### src/hw/rtl/wrs_pkg.sv
`timescale 1ns / 1ps

package wrs_pkg;

  // table size and derived widths
  localparam int MAX_ENTRIES = 16;
  localparam int IDX_W       = (MAX_ENTRIES > 1) ? $clog2(MAX_ENTRIES) : 1;
  localparam int CNT_W       = $clog2(MAX_ENTRIES + 1);
  localparam int W_W         = 8;
  localparam int SUM_W       = $clog2(MAX_ENTRIES * 255 + 1);
  localparam int RW_W        = 31;
  localparam int RWC_W       = $clog2(RW_W + 1);
  localparam int OUT_IDX_W   = 4;
  localparam int STAT_W      = 2;

  // opcodes
  localparam logic OP_ADD = 1'b0;
  localparam logic OP_SEL = 1'b1;

  // status codes
  localparam logic [STAT_W-1:0] ST_OK    = 2'd0;
  localparam logic [STAT_W-1:0] ST_EMPTY = 2'd1;
  localparam logic [STAT_W-1:0] ST_FULL  = 2'd2;
  localparam logic [STAT_W-1:0] ST_ZERO  = 2'd3;

  // token that walks down the row of cells
  typedef struct packed {
    logic             go;
    logic [SUM_W-1:0] acc;
    logic             hit;
    logic [IDX_W-1:0] hit_idx;
  } tok_t;

  typedef enum logic [2:0] {
    S_IDLE,
    S_SUM_GO,
    S_SUM,
    S_MOD_GO,
    S_MOD,
    S_WALK_GO,
    S_WALK,
    S_DONE
  } state_t;

endpackage

### src/hw/rtl/wrs_cell.sv
`timescale 1ns / 1ps

module wrs_cell (
  input  logic                        clk,
  input  logic                        rst_n,
  input  logic [wrs_pkg::IDX_W-1:0]   cell_idx,
  input  logic [wrs_pkg::CNT_W-1:0]   count,
  input  logic                        wr_en,
  input  logic [wrs_pkg::IDX_W-1:0]   wr_idx,
  input  logic [wrs_pkg::W_W-1:0]     wr_weight,
  input  logic                        walk_mode,
  input  logic [wrs_pkg::SUM_W-1:0]   target,
  input  wrs_pkg::tok_t               tok_in,
  output wrs_pkg::tok_t               tok_out
);

  logic [wrs_pkg::W_W-1:0]   weight_r;
  wrs_pkg::tok_t             tok_r;
  wrs_pkg::tok_t             tok_nxt;
  logic                      live;
  logic [wrs_pkg::SUM_W-1:0] acc_add;

  // only entries below the fill count take part
  assign live    = ({1'b0, cell_idx} < count);
  assign acc_add = tok_in.acc + wrs_pkg::SUM_W'(weight_r);

  always_comb begin
    tok_nxt = tok_in;
    if (live) begin
      tok_nxt.acc = acc_add;
      if (walk_mode && !tok_in.hit && (target <= acc_add)) begin
        tok_nxt.hit     = 1'b1;
        tok_nxt.hit_idx = cell_idx;
      end
    end
  end

  always_ff @(posedge clk) begin
    if (wr_en && (wr_idx == cell_idx)) begin
      weight_r <= wr_weight;
    end
  end

  always_ff @(posedge clk) begin
    if (!rst_n) begin
      tok_r.go <= 1'b0;
    end else begin
      tok_r.go <= tok_nxt.go;
    end
    tok_r.acc     <= tok_nxt.acc;
    tok_r.hit     <= tok_nxt.hit;
    tok_r.hit_idx <= tok_nxt.hit_idx;
  end

  assign tok_out = tok_r;

endmodule

### src/hw/rtl/wrs_mod_unit.sv
`timescale 1ns / 1ps

module wrs_mod_unit (
  input  logic                        clk,
  input  logic                        rst_n,
  input  logic                        start,
  input  logic [wrs_pkg::RW_W-1:0]    dividend,
  input  logic [wrs_pkg::SUM_W-1:0]   divisor,
  output logic                        done,
  output logic [wrs_pkg::SUM_W-1:0]   remainder
);

  logic                        busy_r, busy_nxt;
  logic                        done_r, done_nxt;
  logic [wrs_pkg::RWC_W-1:0]   cnt_r, cnt_nxt;
  logic [wrs_pkg::RW_W-1:0]    dvd_r, dvd_nxt;
  logic [wrs_pkg::SUM_W-1:0]   rem_r, rem_nxt;
  logic [wrs_pkg::SUM_W:0]     trial;
  logic [wrs_pkg::SUM_W:0]     diff;

  // restoring remainder, one dividend bit per cycle
  assign trial = {rem_r, dvd_r[wrs_pkg::RW_W-1]};
  assign diff  = trial - {1'b0, divisor};

  always_comb begin
    busy_nxt = busy_r;
    done_nxt = 1'b0;
    cnt_nxt  = cnt_r;
    dvd_nxt  = dvd_r;
    rem_nxt  = rem_r;
    if (start) begin
      busy_nxt = 1'b1;
      cnt_nxt  = wrs_pkg::RWC_W'(wrs_pkg::RW_W);
      dvd_nxt  = dividend;
      rem_nxt  = '0;
    end else if (busy_r) begin
      rem_nxt = (trial >= {1'b0, divisor}) ? diff[wrs_pkg::SUM_W-1:0]
                                           : trial[wrs_pkg::SUM_W-1:0];
      dvd_nxt = {dvd_r[wrs_pkg::RW_W-2:0], 1'b0};
      cnt_nxt = cnt_r - 1'b1;
      if (cnt_r == wrs_pkg::RWC_W'(1)) begin
        busy_nxt = 1'b0;
        done_nxt = 1'b1;
      end
    end
  end

  always_ff @(posedge clk) begin
    if (!rst_n) begin
      busy_r <= 1'b0;
      done_r <= 1'b0;
      cnt_r  <= '0;
    end else begin
      busy_r <= busy_nxt;
      done_r <= done_nxt;
      cnt_r  <= cnt_nxt;
    end
    dvd_r <= dvd_nxt;
    rem_r <= rem_nxt;
  end

  assign done      = done_r;
  assign remainder = rem_r;

endmodule

### src/hw/rtl/weighted_random_selector.sv
`timescale 1ns / 1ps
// channel  ports                                          direction
// in       in_valid in_ready in_opcode in_entry_weight    request in
//          in_random_word
// out      out_valid out_ready out_selected_index         result out
//          out_status
//
// an add request goes straight to the done state, which loads the result once the output
// slot is free and reopens input as it loads; a select request first runs two passes of a
// token down the row of weight cells (one cell per cycle), summing then walking, with a
// 31-step remainder unit and its start and wait states between them
// empty table and zero-total selects finish early
// rst_n is synchronous, active low; it empties the table and idles the control
// one request at a time; a new request is taken while the previous result waits
// in the output register, and a stalled output holds the finishing request

module weighted_random_selector (
  input  logic                                clk,
  input  logic                                rst_n,
  input  logic                                in_valid,
  output logic                                in_ready,
  input  logic                                in_opcode,
  input  logic [wrs_pkg::W_W-1:0]             in_entry_weight,
  input  logic [wrs_pkg::RW_W-1:0]            in_random_word,
  output logic                                out_valid,
  input  logic                                out_ready,
  output logic [wrs_pkg::OUT_IDX_W-1:0]       out_selected_index,
  output logic [wrs_pkg::STAT_W-1:0]          out_status
);

  wrs_pkg::state_t state_r, state_nxt;

  logic [wrs_pkg::CNT_W-1:0]     count_r, count_nxt;
  logic [wrs_pkg::RW_W-1:0]      rw_r, rw_nxt;
  logic [wrs_pkg::SUM_W-1:0]     sum_r, sum_nxt;
  logic [wrs_pkg::SUM_W-1:0]     target_r, target_nxt;
  logic [wrs_pkg::OUT_IDX_W-1:0] res_idx_r, res_idx_nxt;
  logic [wrs_pkg::STAT_W-1:0]    res_stat_r, res_stat_nxt;
  logic                          out_valid_r, out_valid_nxt;
  logic [wrs_pkg::OUT_IDX_W-1:0] out_idx_r, out_idx_nxt;
  logic [wrs_pkg::STAT_W-1:0]    out_stat_r, out_stat_nxt;

  logic accept;
  logic full;
  logic empty;
  logic slot_free;
  logic wr_en;
  logic walk_mode;
  logic mod_start;
  logic mod_done;
  logic [wrs_pkg::SUM_W-1:0] mod_rem;

  // token chain: tok[0] is injected by the control, tok[i+1] leaves cell i
  wrs_pkg::tok_t tok [wrs_pkg::MAX_ENTRIES+1];
  wrs_pkg::tok_t tok_head;
  wrs_pkg::tok_t tail;
  logic [wrs_pkg::IDX_W+wrs_pkg::OUT_IDX_W-1:0] idx_ext;

  assign accept    = in_valid && in_ready;
  assign full      = (count_r >= wrs_pkg::CNT_W'(wrs_pkg::MAX_ENTRIES));
  assign empty     = (count_r == '0);
  assign slot_free = !out_valid_r || out_ready;
  assign tok[0]    = tok_head;
  assign tail      = tok[wrs_pkg::MAX_ENTRIES];
  // index wider than the result field keeps its low bits
  assign idx_ext   = {{wrs_pkg::OUT_IDX_W{1'b0}}, tail.hit_idx};

  // next state
  always_comb begin
    state_nxt = state_r;
    unique case (state_r)
      wrs_pkg::S_IDLE: begin
        if (accept) begin
          if (in_opcode == wrs_pkg::OP_ADD || empty) begin
            state_nxt = wrs_pkg::S_DONE;
          end else begin
            state_nxt = wrs_pkg::S_SUM_GO;
          end
        end
      end
      wrs_pkg::S_SUM_GO: state_nxt = wrs_pkg::S_SUM;
      wrs_pkg::S_SUM: begin
        if (tail.go) begin
          state_nxt = (tail.acc == '0) ? wrs_pkg::S_DONE : wrs_pkg::S_MOD_GO;
        end
      end
      wrs_pkg::S_MOD_GO: state_nxt = wrs_pkg::S_MOD;
      wrs_pkg::S_MOD: begin
        if (mod_done) begin
          state_nxt = wrs_pkg::S_WALK_GO;
        end
      end
      wrs_pkg::S_WALK_GO: state_nxt = wrs_pkg::S_WALK;
      wrs_pkg::S_WALK: begin
        if (tail.go) begin
          state_nxt = wrs_pkg::S_DONE;
        end
      end
      wrs_pkg::S_DONE: begin
        if (slot_free) begin
          state_nxt = wrs_pkg::S_IDLE;
        end
      end
      default: state_nxt = wrs_pkg::S_IDLE;
    endcase
  end

  // control and datapath updates
  always_comb begin
    in_ready      = (state_r == wrs_pkg::S_IDLE);
    wr_en         = 1'b0;
    mod_start     = (state_r == wrs_pkg::S_MOD_GO);
    walk_mode     = (state_r == wrs_pkg::S_WALK_GO) || (state_r == wrs_pkg::S_WALK);
    tok_head.go      = (state_r == wrs_pkg::S_SUM_GO) || (state_r == wrs_pkg::S_WALK_GO);
    tok_head.acc     = '0;
    tok_head.hit     = 1'b0;
    tok_head.hit_idx = '0;
    count_nxt     = count_r;
    rw_nxt        = rw_r;
    sum_nxt       = sum_r;
    target_nxt    = target_r;
    res_idx_nxt   = res_idx_r;
    res_stat_nxt  = res_stat_r;
    out_valid_nxt = out_valid_r && !out_ready;
    out_idx_nxt   = out_idx_r;
    out_stat_nxt  = out_stat_r;

    if (accept) begin
      rw_nxt      = in_random_word;
      res_idx_nxt = '0;
      if (in_opcode == wrs_pkg::OP_ADD) begin
        if (full) begin
          res_stat_nxt = wrs_pkg::ST_FULL;
        end else begin
          wr_en        = 1'b1;
          count_nxt    = count_r + 1'b1;
          res_stat_nxt = wrs_pkg::ST_OK;
        end
      end else if (empty) begin
        res_stat_nxt = wrs_pkg::ST_EMPTY;
      end
    end

    // end of the summing pass
    if (state_r == wrs_pkg::S_SUM && tail.go) begin
      sum_nxt = tail.acc;
      if (tail.acc == '0) begin
        res_idx_nxt  = '0;
        res_stat_nxt = wrs_pkg::ST_ZERO;
      end
    end

    // target = remainder + 1, never above the sum
    if (state_r == wrs_pkg::S_MOD && mod_done) begin
      target_nxt = mod_rem + 1'b1;
    end

    // end of the walk; a miss cannot happen but answers index 0
    if (state_r == wrs_pkg::S_WALK && tail.go) begin
      res_idx_nxt  = tail.hit ? idx_ext[wrs_pkg::OUT_IDX_W-1:0] : '0;
      res_stat_nxt = wrs_pkg::ST_OK;
    end

    if (state_r == wrs_pkg::S_DONE && slot_free) begin
      out_valid_nxt = 1'b1;
      out_idx_nxt   = res_idx_r;
      out_stat_nxt  = res_stat_r;
    end
  end

  always_ff @(posedge clk) begin
    if (!rst_n) begin
      state_r     <= wrs_pkg::S_IDLE;
      count_r     <= '0;
      out_valid_r <= 1'b0;
    end else begin
      state_r     <= state_nxt;
      count_r     <= count_nxt;
      out_valid_r <= out_valid_nxt;
    end
    rw_r       <= rw_nxt;
    sum_r      <= sum_nxt;
    target_r   <= target_nxt;
    res_idx_r  <= res_idx_nxt;
    res_stat_r <= res_stat_nxt;
    out_idx_r  <= out_idx_nxt;
    out_stat_r <= out_stat_nxt;
  end

  // row of weight cells, one entry each
  genvar gi;
  generate
    for (gi = 0; gi < wrs_pkg::MAX_ENTRIES; gi++) begin : g_cell
      wrs_cell u_cell (
        .clk       (clk),
        .rst_n     (rst_n),
        .cell_idx  (wrs_pkg::IDX_W'(gi)),
        .count     (count_r),
        .wr_en     (wr_en),
        .wr_idx    (count_r[wrs_pkg::IDX_W-1:0]),
        .wr_weight (in_entry_weight),
        .walk_mode (walk_mode),
        .target    (target_r),
        .tok_in    (tok[gi]),
        .tok_out   (tok[gi+1])
      );
    end
  endgenerate

  wrs_mod_unit u_mod (
    .clk       (clk),
    .rst_n     (rst_n),
    .start     (mod_start),
    .dividend  (rw_r),
    .divisor   (sum_r),
    .done      (mod_done),
    .remainder (mod_rem)
  );

  assign out_valid          = out_valid_r;
  assign out_selected_index = out_idx_r;
  assign out_status         = out_stat_r;

  // fill count never passes the table size
  a_count_bound: assert property (@(posedge clk) disable iff (!rst_n)
    count_r <= wrs_pkg::CNT_W'(wrs_pkg::MAX_ENTRIES))
    else $error("entry count above table size");

  // remainder unit finishes only while the control waits for it
  a_mod_done_state: assert property (@(posedge clk) disable iff (!rst_n)
    mod_done |-> (state_r == wrs_pkg::S_MOD))
    else $error("remainder done outside wait state");

  // a token reaches the end of the row only during a pass
  a_tail_state: assert property (@(posedge clk) disable iff (!rst_n)
    tail.go |-> (state_r == wrs_pkg::S_SUM || state_r == wrs_pkg::S_WALK))
    else $error("stray token at end of row");

  // the walk target lies in 1..sum
  a_target_range: assert property (@(posedge clk) disable iff (!rst_n)
    (state_r == wrs_pkg::S_WALK) |-> (target_r != '0 && target_r <= sum_r))
    else $error("walk target out of range");

endmodule
### config.mk
export PLATFORM = sky130hd
export DESIGN_NAME = weighted_random_selector
export DESIGN_NICKNAME = d
export VERILOG_FILES = /design/src/hw/rtl/wrs_pkg.sv /design/src/hw/rtl/wrs_cell.sv /design/src/hw/rtl/wrs_mod_unit.sv /design/src/hw/rtl/weighted_random_selector.sv
export SDC_FILE = /design/constraint.sdc
export NUM_CORES = 1
export LEC_CHECK = 0
export ABC_AREA = 0
export BUFFER_PORTS_ARGS = -buffer_cell sky130_fd_sc_hd__buf_4
export CORE_MARGIN = 4
export CORE_UTILIZATION = 55
export CTS_CLUSTER_DIAMETER = 40
export DETAILED_ROUTE_END_ITERATION = 7
export PLACE_DENSITY = 0.72
export SLEW_MARGIN = 10
export SYNTH_ARGS = -nofsm -noshare
export SYNTH_HDL_FRONTEND = slang
export SYNTH_HIERARCHICAL = 1
export SYNTH_SLANG_ARGS = --single-unit
### constraint.sdc
create_clock -name clk -period 3.35 [get_ports clk]
set_input_delay 0.5025 -clock clk [delete_from_list [all_inputs] [get_ports clk]]
set_output_delay 0.5025 -clock clk [all_outputs]
set_load 0.005 [all_outputs]
# --- Word-level counts from Yosys, hierarchy flattened ---
# Index checks and enable logic that the tools add are counted.
word_totals:
  reg_bits: 542
  input_bits: 44
  output_inout_bits: 8
  elab_cells: 326
classes:
  addsub: 19
  n_lt_le_gt_ge: 34
  n_eq_ne: 28
  n_mux: 63
  bitwise: 4
  n_reduce_logical: 82
ops:
  columns: ["operator", "count"]
  rows:
  - ["two-way mux 17 bit", 15]
  - ["adder 12 x 8 -> 12 bit", 15]
  - ["<= comparator 12 bit", 15]
  - ["two-way mux 5 bit", 18]
  - ["two-way mux 31 bit", 2]
  - ["logical AND 1 bit", 53]
  - ["less-than comparator 4 x 5 -> 1 bit, first input constant", 8]
  - ["equality test 4 bit, second input constant", 8]
  - ["case mux 3 bit (8 select lines)", 1]
  - ["two-way mux 3 bit", 7]
  - ["less-than comparator 3 x 5 -> 1 bit, first input constant", 4]
  - ["two-way mux 4 bit", 5]
  - ["logical NOT 1 bit", 17]
  - ["equality test 4 x 3 -> 1 bit, second input constant", 4]
  - ["greater-or-equal comparator 13 x 12 -> 1 bit", 1]
  - ["adder 12 x 1 -> 12 bit, second input constant", 1]
  - ["equality test 3 bit, second input constant", 4]
  - ["<= comparator 12 x 8 -> 1 bit", 1]
  - ["logical NOT 12 bit", 1]
  - ["two-way mux 12 bit", 1]
  - ["two-way mux 2 bit", 6]
  - ["subtractor 12 bit", 1]
  - ["less-than comparator 1 x 5 -> 1 bit, first input constant", 2]
  - ["less-than comparator 2 x 5 -> 1 bit, first input constant", 2]
  - ["other kinds (20)", 38]

# --- Depth between registers and ports, before layout ---
# Gate-level depths: netlist of the first run.
logic_depth:
  depth_word: 6
  ltp_mapped: 13
  ltp_nobuf: 13

# --- By module ---
# The synthesis of the first run kept the hierarchy.
by_module_without_submodules:
  columns: ["mod", "n_inst", "cells_each", "area_per_inst_um2", "seq_area_each_um2"]
  rows:
  - ["wrs_cell (g_cell[11].u_cell ...)", 11, 172, 1745.4, 600.6]
  - ["wrs_cell (g_cell[0].u_cell ...)", 4, 166, 1701.6, 600.6]
  - ["weighted_random_selector", 1, 186, 2859.0, 2132.0]
  - ["wrs_mod_unit", 1, 245, 2772.7, 1311.3]
  - ["wrs_cell (g_cell[14].u_cell)", 1, 176, 1680.4, 600.6]

# --- Least setup slack after synthesis of the first run ---
# OpenSTA, ideal clock, no wires.
synth_timing:
  path_type: "reg2reg"
  start: "register g_cell[14].u_cell/weight_r[0] (netlist bit)"
  end: "register g_cell[14].u_cell.tok_r (netlist bit g_cell[14].u_cell/tok_out[1])"
  setup_time_ns: 0.092
  arrival_ns: 3.208
  required_ns: 3.258
  path_slack_ns: 0.050
  path_stages_with_launch: 14
  path_buffers: 0
  synth_period_minus_slack_ns: 3.300
  path_cell_list: "edfxtp_1 > ha_1 > fa_1 > a21oi_1 > o211ai_1 > o41ai_2 > nor2_1 > xnor2_1 > ha_1 > nand4_2 > nor3_1 > or3_1 > o31a_1 > o32ai_1"
synth_rtl:
  columns: ["element", "line", "text"]
  rows:
  - ["from (decl)", "wrs_cell.sv:17", "logic [wrs_pkg::W_W-1:0] weight_r;"]
  - ["from (signal assigned)", "wrs_cell.sv:40", "weight_r <= wr_weight;"]
  - ["to (decl)", "wrs_cell.sv:18", "wrs_pkg::tok_t tok_r;"]

==> results.md, run 1 <==
- Run status: finished with violations
- Failing checks: DRC
- Area of the multi-input gates: 0.0206 sq mm
- Reg area: 0.0131 sq mm
- Vias per cell: 5.68
- Clock Skews: 31.1 ps
- GPL Wtd Cong: 0.919
- Yosys reg bits: 542
- Antenna cells: 0
- Largest net degree at the start of global routing: 41
- EDFF count, synth: 220
- CTS tree: built
- Max-cap violations: 0
- Hold Fails Final Rpt: 0
- Initial antenna violation count: 0
- Worst-Skew Late Latency: 650 ps
- Sw frac: 39.3%
- Post-synth cell types: 97
- Synthesized cell area: 0.0333 sq mm
- # IOs: 52
- DR pass1 iterations: 8
- Starting Density: 56.0%
- CP required: 3910 ps
- Placed Area: 0.0360 sq mm
- Htree depth: 3
- Internal Dissipation: 20.7 mW
- Wl on met1: 37,500 microns
- TritonCTS buffer count: 88
- Cell Rows: 89
- Filler Cells Inserted: 4,512
- WS Path Type: reg -> reg
- Met3 WL: 4360 microns
- Avg Cell Area, Syn: 10.5 sq um
- Clock Tree Buf Depth: 3
- Detailed-route DRC error count: 1
- HPWL Detailed: 63,400 microns
- Final Max Tran Viols: 0
- Seq/Total Area, Yosys: 39.2%
- Dominant cells by area after synthesis: edfxtp_1 (20%), dfxtp_1 (19%), ha_1 (14%)
- Crit path launch type: flip-flop
- Peak supply drop: 0.520 mV
- Gate Count Post-Synth: 3,163
- Switching power: 13.4 mW
- DR WL/cell: 19.5 microns
- Drt first-iter violations: 1,789
- Fraction of registers with async set or reset after synthesis: 0%
- Fmax: 300 MHz
- CP arrival: 3890 ps
- Flop pwr share: 29.8%
- Vias in the first global route: 25,700
- Max FO, Critical Path: 5
- Setup violators final: 0
- Area fraction of the dominant cell type after synthesis: 19.8%
- Synth Flop Type: dfxtp_1
- Root Driver: clkbuf_16
- Total global routing overflow: 0
- Port Buffers: 51
- Ratio of cells with drive above 1 in the final layout: 17.1%
- PwrDens: 854 mW/mm^2
- DIE HEIGHT: 254 microns
- Final core utilization: 67.1%
- Final Net Count: 4,066
- P_leak: 16.5 nW
- P&R area growth vs syn: 19.7%
- Worst-margin pin slew: 1030 ps
- CP endpoint kind: flip-flop
- Die ar.: 0.0646 sq mm
- Met2 routed WL: 41,900 microns
- RSZ-0062 raised after global routing: yes
- Post-Layout Inst Area: 0.0399 sq mm
- Drt total wl: 87,000 microns
- Count leader, synth: ha_1
- Antenna Nets Post-Route: 0
- Die width: 254 microns
- Yosys synthesis warning count: 6
- Core Footprint: 0.0595 sq mm
- Clock power frac: 27.3%
- Hold Path Class: in -> reg
- Largest area contributor in the netlist: edfxtp_1
- Clock sink count: 542
- DR vias: 25,400
- Synth top cells by count: ha_1 (385), dfxtp_1 (322), nand2_1 (250)
- Overall routing resource usage: 26.5%
- Global-route wire length before repair: 136,000 microns
- Tcrit/Tclk final: 99.4%
- Max-Slew Margin vs Limit: 31.6%
- Clock transition at path regs: 60 ps
- DR top layer: met4
- Logic pwr share: 42.9%
- Tmin final: 3330 ps
==> critical path, cell delays in order (launching register included) <==
cell and delay (ps):
edfxtp_1 370, ha_2 200, fa_2 350, a21oi_2 150, o211ai_1 130, o41ai_2 330, buf_4 180, xor2_1 150
ha_1 260, nand4_2 130, nor3_2 60, or3_4 380, o31a_1 330, o32ai_1 240
==> cell type report <==
class                   instances  share of cell area (%)
well taps                     773                    2.42
clock inverters                64                    1.86
inverters                     200                    1.88
flip-flops and latches        542                    32.7
clock buffers                 102                    5.96
multi-input cells            2608                    51.6
repair buffers                180                    3.53
==> power by group through the flow <==
stage	clock network [mW]	logic (mW)	registers [mW]
after global placement	0	13.1	10.1
after floorplan	0	10.8	9.54
after detailed placement	0	13.7	10.2
final	9.30	14.6	10.2
after CTS	9.44	14.0	10.1
after global routing	9.77	16.2	10.3
==> placed cells by master, fill, tap and decap left out, types with 22 or more instances in the layout <==
cell	instances
a21boi_2	23
a21o_1	64
a21oi_1	218
buf_4	159
clkbuf_16	90
conb_1	230
dfxtp_1	317
edfxtp_1	220
ha_1	368
inv_1	189
mux2_1	30
mux2_2	32
mux2i_1	72
nand2_1	245
nand3_1	81
nand4_1	52
nor2_1	102
nor2b_1	45
nor3_1	43
o211ai_1	38
o211ai_2	22
o21a_1	25
o21ai_0	38
o21ai_1	35
o21ai_2	23
o22ai_1	56
xnor2_1	140
xor2_1	172
==> routing by layer <==
layer / up-vias / global-route usage [%]
met5: - / 0
met4: 0 / 9.59
met3: 200 / 3.87
met2: 693 / 45.8
met1: 12200 / 33.9
li1: 12300 / -
==> kinds of logic after synthesis <==
logic type	share of synthesized area [%]
AO/OA/AOI/OAI	16.0
XOR/XNOR	8.25
adder cells (fa/ha/maj)	15.5
buffers and inverters	3.13
flip-flops	39.2
multiplexers	4.98
other	0.0225
AND/OR/NAND/NOR	13.0
==> flip-flops by register name, indices dropped and copies added (netlist names), 3 cells and up <==
signal                  count
g_cell.u_cell/tok_out     288
g_cell.u_cell/weight_r    128
rw_r                       31
u_mod/dvd_r                31
sum_r                      12
target_r                   12
u_mod/remainder            12
count_r                     5
u_mod/cnt_r                 5
out_selected_index          4
res_idx_r                   4
state_r                     3
==> through the flow <==
stage | cells | TNS (ps) | setup slack [ps] | total power [mW] | hold WS (ps)
after floorplan | 3391 | 0 | 49.5 | 20.4 | 401
after global placement | 4269 | -690 | -91.3 | 23.2 | 409
after detailed placement | 4269 | -1890 | -176 | 23.9 | 411
after CTS | 4459 | -42.9 | -23.4 | 33.6 | 3.64
after global routing | 4469 | -1600 | -201 | 36.3 | 6.66
final | 4469 | 0 | 19.3 | 34.1 | 32.2
==> worst paths after layout <==
| kind | endpoint | cells after the start | slack [ps] | from |
|---|---|---|---|---|
| worst min-delay path | rw_r[19] | 1 | 30 | in_random_word[19] |
| worst min register to register | g_cell[4].u_cell/tok_out[17] | 1 | 430 | g_cell[3].u_cell/tok_out[17] |
| worst max-delay path | g_cell[14].u_cell/tok_out[3] | 13 | 20 | g_cell[14].u_cell/weight_r[0] |
| worst max register to register | g_cell[14].u_cell/tok_out[3] | 13 | 20 | g_cell[14].u_cell/weight_r[0] |
==> repair_timing <==
action / CTS / global route
hold endpoints to repair: 17 / 0
pin swaps: 26 / 42
hold buffers: 17 / 0
resized for setup: 38 / 59
setup endpoints to repair: 17 / 45
gates cloned: 0 / 0
setup buffers: 7 / 11
Note: power is estimated with default switching activity, not from simulation.
==> inputs of run 2 (changes only) <==
- CELL_PAD_IN_SITES_DETAIL_PLACEMENT: not set -> 1
- CELL_PAD_IN_SITES_GLOBAL_PLACEMENT: not set -> 2
- CORE_UTILIZATION: 55 -> 39
- PLACE_DENSITY: 0.72 -> 0.75
- TNS_END_PERCENT: not set -> 20
==> run 2 against run 1 <==
The run ends with setup timing left; total power is 3.6% higher; worst setup slack worse by 64 ps; clock power is 9% higher; routed wire length is 18% higher; sequential power hardly changed; non-clock buffer count is 22 higher; combinational power is 3% higher; critical path type unchanged; critical endpoint is now g_cell[1].u_cell/tok_out[2]; highest routed layer unchanged.
==> results.md, run 2 (synthesized netlist as in run 1, its figures left out) <==
- Post-Layout Inst Area: 0.0409 sq mm
- Flop pwr share: 29.0%
- DR pass1 iterations: 5
- Fmax: 295 MHz
- PwrDens: 864 mW/mm^2
- Max-Slew Margin vs Limit: 24.1%
- # IOs: 52
- Most common cell after layout, fill and taps aside: ha_1
- Core Footprint: 0.0842 sq mm
- Clock Skews: 18.8 ps
- Cells on worst reg2reg path: 12
- Htree depth: 3
- Die width: 300 microns
- CP arrival: 3920 ps
- CP required: 3870 ps
- Area of the multi-input gates: 0.0206 sq mm
- Detailed-route DRC error count: 0
- Final core utilization: 48.6%
- Final non-filler cell total: 4,865
- Filler Cells Inserted: 9,212
- Total global routing overflow: 0
- Root Driver: clkbuf_16
- R2R Setup Slk: -40 ps
- Crit path launch type: flip-flop
- Largest net degree at the start of global routing: 50
- DIE HEIGHT: 300 microns
- Sw frac: 38.9%
- CTS tree: built
- Initial antenna violation count: 10
- Placed insts: 4,641
- Drt total wl: 102,000 microns
- Setup violators final: 8
- RSZ-0062 raised after global routing: yes
- DR vias: 25,500
- Drt first-iter violations: 1,125
- P&R area growth vs syn: 22.7%
- Tcrit/Tclk final: 101%
- HPWL Detailed: 74,500 microns
- Worst-Skew Late Latency: 650 ps
- Clock transition at path regs: 50 ps
- Ratio of cells with drive above 1 in the final layout: 18.1%
- Crit. Startpoint: g_cell[1].u_cell/weight_r[2]
- CP endpoint kind: flip-flop
- Cell Rows: 106
- Commonest cells after routing, fill and taps aside: ha_1 (359), dfxtp_1 (316), nand2_1 (248)
- Tmin final: 3390 ps
- Global-route wire length before repair: 157,000 microns
- Clock sink count: 542
- Hold Fails Final Rpt: 0
- Reg area: 0.0131 sq mm
- DR WL/cell: 21.0 microns
- Failing checks: setup timing
- Clock Tree Buf Depth: 3
- Placed Area: 0.0365 sq mm
- Overall routing resource usage: 22.5%
- Final Max Tran Viols: 0
- Max incr delay on CP: 520 ps
- Vias per cell: 5.24
- Worst slack at placement: -231 ps
- Die ar.: 0.0902 sq mm
- Switching power: 13.7 mW
- WS Path Type: reg -> reg
- Logic pwr share: 42.4%
- Peak supply drop: 0.436 mV
- Run status: finished with violations
- Max-cap violations: 0
- Worst r2r dst: g_cell[1].u_cell/tok_out[2]
- Post-route setup slack: -44.6 ps
- Max FO, Critical Path: 5
- Fin Setup TNS: -313 ps
- Starting Density: 39.6%
- Port Buffers: 51
- Final Net Count: 4,094
- TritonCTS buffer count: 94
- CP max-delay cell: or4_4
- Vias in the first global route: 27,700
- Hold Path Class: in -> reg
- GPL Wtd Cong: 0.843
- Worst-margin pin slew: 1130 ps
- Worst-path cell chain: ha_2, nand3_1, o2111ai_2, a31oi_2, buf_4, xor2_1, ha_1, nand4_2, or4_4, a211oi_4, a31oi_4, mux2_4
- Reg-to-Reg Start: g_cell[1].u_cell/weight_r[2]
- Worst Setup EP: g_cell[1].u_cell/tok_out[2]
- P_leak: 16.8 nW
- Antenna Nets Post-Route: 0
- Clock power frac: 28.6%
- Number of flip-flops in the largest register: 288
- Internal Dissipation: 21.6 mW
-- run 2: cell count changes in the layout (fill, tap and decap cells not counted), sizes merged, moves of 2 or more --
cell | previous run | this run
clkbuf | 102 | 110
inv | 218 | 212
diode | 0 | 3
clkinv | 36 | 38
bufinv | 5 | 10
dlygate4sd3 | 17 | 31
buf | 163 | 171
-- run 2: worst max-delay path, delay by kind of cell (launching register included) --
kind / cells / cell delay, ps
compound gates: 4 / 700
xor+xnor: 1 / 150
fa+ha+maj: 2 / 720
buf+inv: 1 / 170
flops: 1 / 370
mux: 1 / 330
simple gates: 3 / 810
-- run 2: power by group through the flow --
stage	clock network [mW]	registers [mW]	logic, mW
global placement	0	10.3	13.5
floorplan	0	9.54	10.8
global route	10.7	10.4	16.7
finish	10.1	10.2	15.0
CTS	10.3	10.2	14.5
detailed placement	0	10.3	14.2
-- run 2: cell type report --
cell class	count	area share (%)
Clock buffer	110	6.43
Timing Repair Buffer	202	3.96
Sequential cell	542	31.9
Multi-Input combinational cell	2608	50.5
Tap cell	1134	3.47
Clock inverter	66	1.85
Antenna cell	3	0.0184
Inverter	200	1.84
-- run 2: how the worst min path moves through the flow --
stage                     depth (start not counted)                         start  slack [ps]                      endpoint
after floorplan                                   1   g_cell[9].u_cell/tok_out[4]         400  g_cell[10].u_cell/tok_out[4]
after global placement                            1  g_cell[6].u_cell/tok_out[17]         410  g_cell[7].u_cell/tok_out[17]
after detailed placement                          1  g_cell[7].u_cell/tok_out[17]         420  g_cell[8].u_cell/tok_out[17]
after CTS                                         3                     out_ready         110                     out_valid
after global routing                              3                     out_ready         140                     out_valid
final                                             3                     out_ready         160                     out_valid
-- run 2: per-stage QoR --
step,hold WS (ps),power (mW)
4_1_cts,110,35.0
5_1_grt,142,37.8
6_report,165,35.3
3_5_place_dp,416,24.5
2_1_floorplan,401,20.4
3_3_place_gp,411,23.8
-- run 2: what timing repair did --
item                       CTS  global route
pin swaps                   25            60
setup endpoints to repair   18            60
gates resized for setup     34            78
hold buffers                31             0
buffers inserted             6             8
hold endpoints to repair    31             0
-- run 2: per-layer routing --
| metal | track usage (%) | up-vias | part of all wire, % |
|---|---|---|---|
| met2 | 38.9 | 440 | 48 |
| li1 | - | 12400 | - |
| met4 | 7.98 | 0 | 3.6 |
| met1 | 28.4 | 12500 | 44 |
| met3 | 3.50 | 180 | 4.2 |
| met5 | 0 | - | 0 |
==> inputs of run 3 (changes only) <==
- GPL_TIMING_DRIVEN: not set -> 0
==> run 3 against run 2 <==
The flow still finishes with violations (setup timing); die area did not move; combinational power barely moved; critical path depth is 1 higher; sequential power is essentially flat; sequential cell count is the same; first-iteration DRC count up 1.4%; worst setup slack got worse by 20 ps; count of clock-buffer cells in the layout rose by 9; largest cell class unchanged; highest routed layer unchanged.
==> results.md, run 3 (synthesized netlist as in run 1, its figures left out) <==
- Run status: finished with violations
- Failing checks: setup timing
- Global-route wire length before repair: 157,000 microns
- Commonest cells after routing, fill and taps aside: ha_1 (357), dfxtp_1 (316), nand2_1 (247)
- DR WL/cell: 21.0 microns
- Clock Tree Buf Depth: 3
- Tmin final: 3410 ps
- Critical path buffers and inverters: 0
- Tcrit/Tclk final: 102%
- Hold Path Class: in -> reg
- Post-Layout Inst Area: 0.0417 sq mm
- Clock power frac: 28.9%
- PwrDens: 860 mW/mm^2
- GPL Wtd Cong: 0.833
- Max incr delay on CP: 380 ps
- Core Footprint: 0.0842 sq mm
- P_leak: 16.9 nW
- Flop pwr share: 28.3%
- DR pass1 iterations: 5
- Number of flip-flops in the largest register: 288
- # IOs: 52
- Root Driver: clkbuf_16
- Switching power: 14.1 mW
- DIE HEIGHT: 300 microns
- Placed Area: 0.0368 sq mm
- Total global routing overflow: 0
- Met1 Use GR: 28.4%
- Overall routing resource usage: 22.5%
- HPWL Detailed: 74,600 microns
- CP required: 3910 ps
- GRT met2 Usage: 39.8%
- Largest net degree at the start of global routing: 42
- Fmax: 293 MHz
- TritonCTS buffer count: 103
- Drt first-iter violations: 1,141
- Max FO, Critical Path: 5
- Final Max Tran Viols: 0
- Worst-path cell chain: ha_2, fa_2, a21oi_4, o211ai_1, o41ai_2, nor2_1, xnor2_1, ha_1, nand4_4, nor3_2, or3_4, o31a_1, o32ai_2
- Peak supply drop: 0.463 mV
- Final core utilization: 49.5%
- GRT busiest layer: met2
- Filler Cells Inserted: 9,103
- CP max-delay cell: fa_2
- CTS tree: built
- CP arrival: 3980 ps
- DR vias: 25,700
- Port Buffers: 50
- Vias per cell: 5.26
- Vias in the first global route: 27,900
- Max-Slew Margin vs Limit: 39.8%
- Worst-Skew Late Latency: 680 ps
- Setup violators final: 13
- Clock Skews: 39.3 ps
- Cell Rows: 106
- Most common cell after layout, fill and taps aside: ha_1
- Fin Setup TNS: -485 ps
- Die width: 300 microns
- RSZ-0062 raised after global routing: yes
- Sw frac: 39.5%
- Detailed-route DRC error count: 0
- CP endpoint kind: flip-flop
- Crit path launch type: flip-flop
- Final Net Count: 4,104
- Drt total wl: 103,000 microns
- Max-cap violations: 0
- Ratio of cells with drive above 1 in the final layout: 18.3%
- Top delay family on crit path: compound AO/OA/AOI/OAI gates
- Final hold slack: 140 ps
- Antenna Nets Post-Route: 0
- Die ar.: 0.0902 sq mm
- WS Path Type: reg -> reg
- GR Layer Usage met3: 3.02%
- Starting Density: 39.6%
- Initial antenna violation count: 10
- P&R area growth vs syn: 25.0%
- Worst-margin pin slew: 896 ps
- Clock sink count: 542
- Post-route setup slack: -64.9 ps
- Htree depth: 3
- Internal Dissipation: 21.7 mW
- Hold Fails Final Rpt: 0
- Logic pwr share: 42.8%
- Clock transition at path regs: 50 ps
run 3: layer usage:
layer | vias up | wire length [microns]
li1 | 12400 | -
met1 | 12600 | 44500
met2 | 459 | 50700
met3 | 188 | 4200
met4 | 0 | 3170
met5 | - | 0
run 3: power by group through the flow:
| stage | clock network, mW | logic, mW | registers [mW] |
|---|---|---|---|
| after floorplan | 0 | 10.8 | 9.54 |
| after global placement | 0 | 13.4 | 10.1 |
| after detailed placement | 0 | 14.2 | 10.2 |
| after CTS | 10.6 | 14.8 | 10.1 |
| after global routing | 10.9 | 17.1 | 10.3 |
| final | 10.3 | 15.3 | 10.1 |
run 3: area by class of cell:
| cell class | instances | area, sq um | area share, % |
|---|---|---|---|
| Multi-Input combinational cell | 2608 | 20900 | 50.1 |
| Antenna cell | 3 | 7.51 | 0.0180 |
| Timing Repair Buffer | 162 | 1700 | 4.09 |
| Clock buffer | 119 | 2700 | 6.48 |
| Buffer | 41 | 293 | 0.703 |
| Tap cell | 1134 | 1420 | 3.41 |
| Inverter | 200 | 754 | 1.81 |
| Sequential cell | 542 | 13100 | 31.4 |
| Clock inverter | 77 | 842 | 2.02 |
run 3: final timing paths:
kind	slack, ps	cells after the start	start	end
setup / recovery	-60	13	g_cell[14].u_cell/weight_r[0]	g_cell[14].u_cell/tok_out[1]
hold / removal	140	3	out_ready	out_valid
hold reg to reg	430	1	g_cell[13].u_cell/tok_out[17]	g_cell[14].u_cell/tok_out[17]
setup reg to reg	-60	13	g_cell[14].u_cell/weight_r[0]	g_cell[14].u_cell/tok_out[1]
run 3: tightest hold or removal path: stages:
cell,delay [ps]
buf_4,80
nand2b_1,110
a21oi_1,60
run 3: through the flow:
stage               power [mW]  instances  worst slack (ps)
floorplan                 20.4       3391              49.5
global placement          23.5       4575             -1910
detailed placement        24.4       4616              -493
CTS                       35.5       4870              -127
global route              38.3       4883              -252
finish                    35.8       4886             -64.9
run 3: timing repair:
item | CTS | global route
setup buffers | 27 | 13
hold buffers | 31 | 0
resized for setup | 59 | 65
setup endpoints to repair | 50 | 54
pin swaps | 40 | 39
endpoints found under the hold margin | 31 | 0
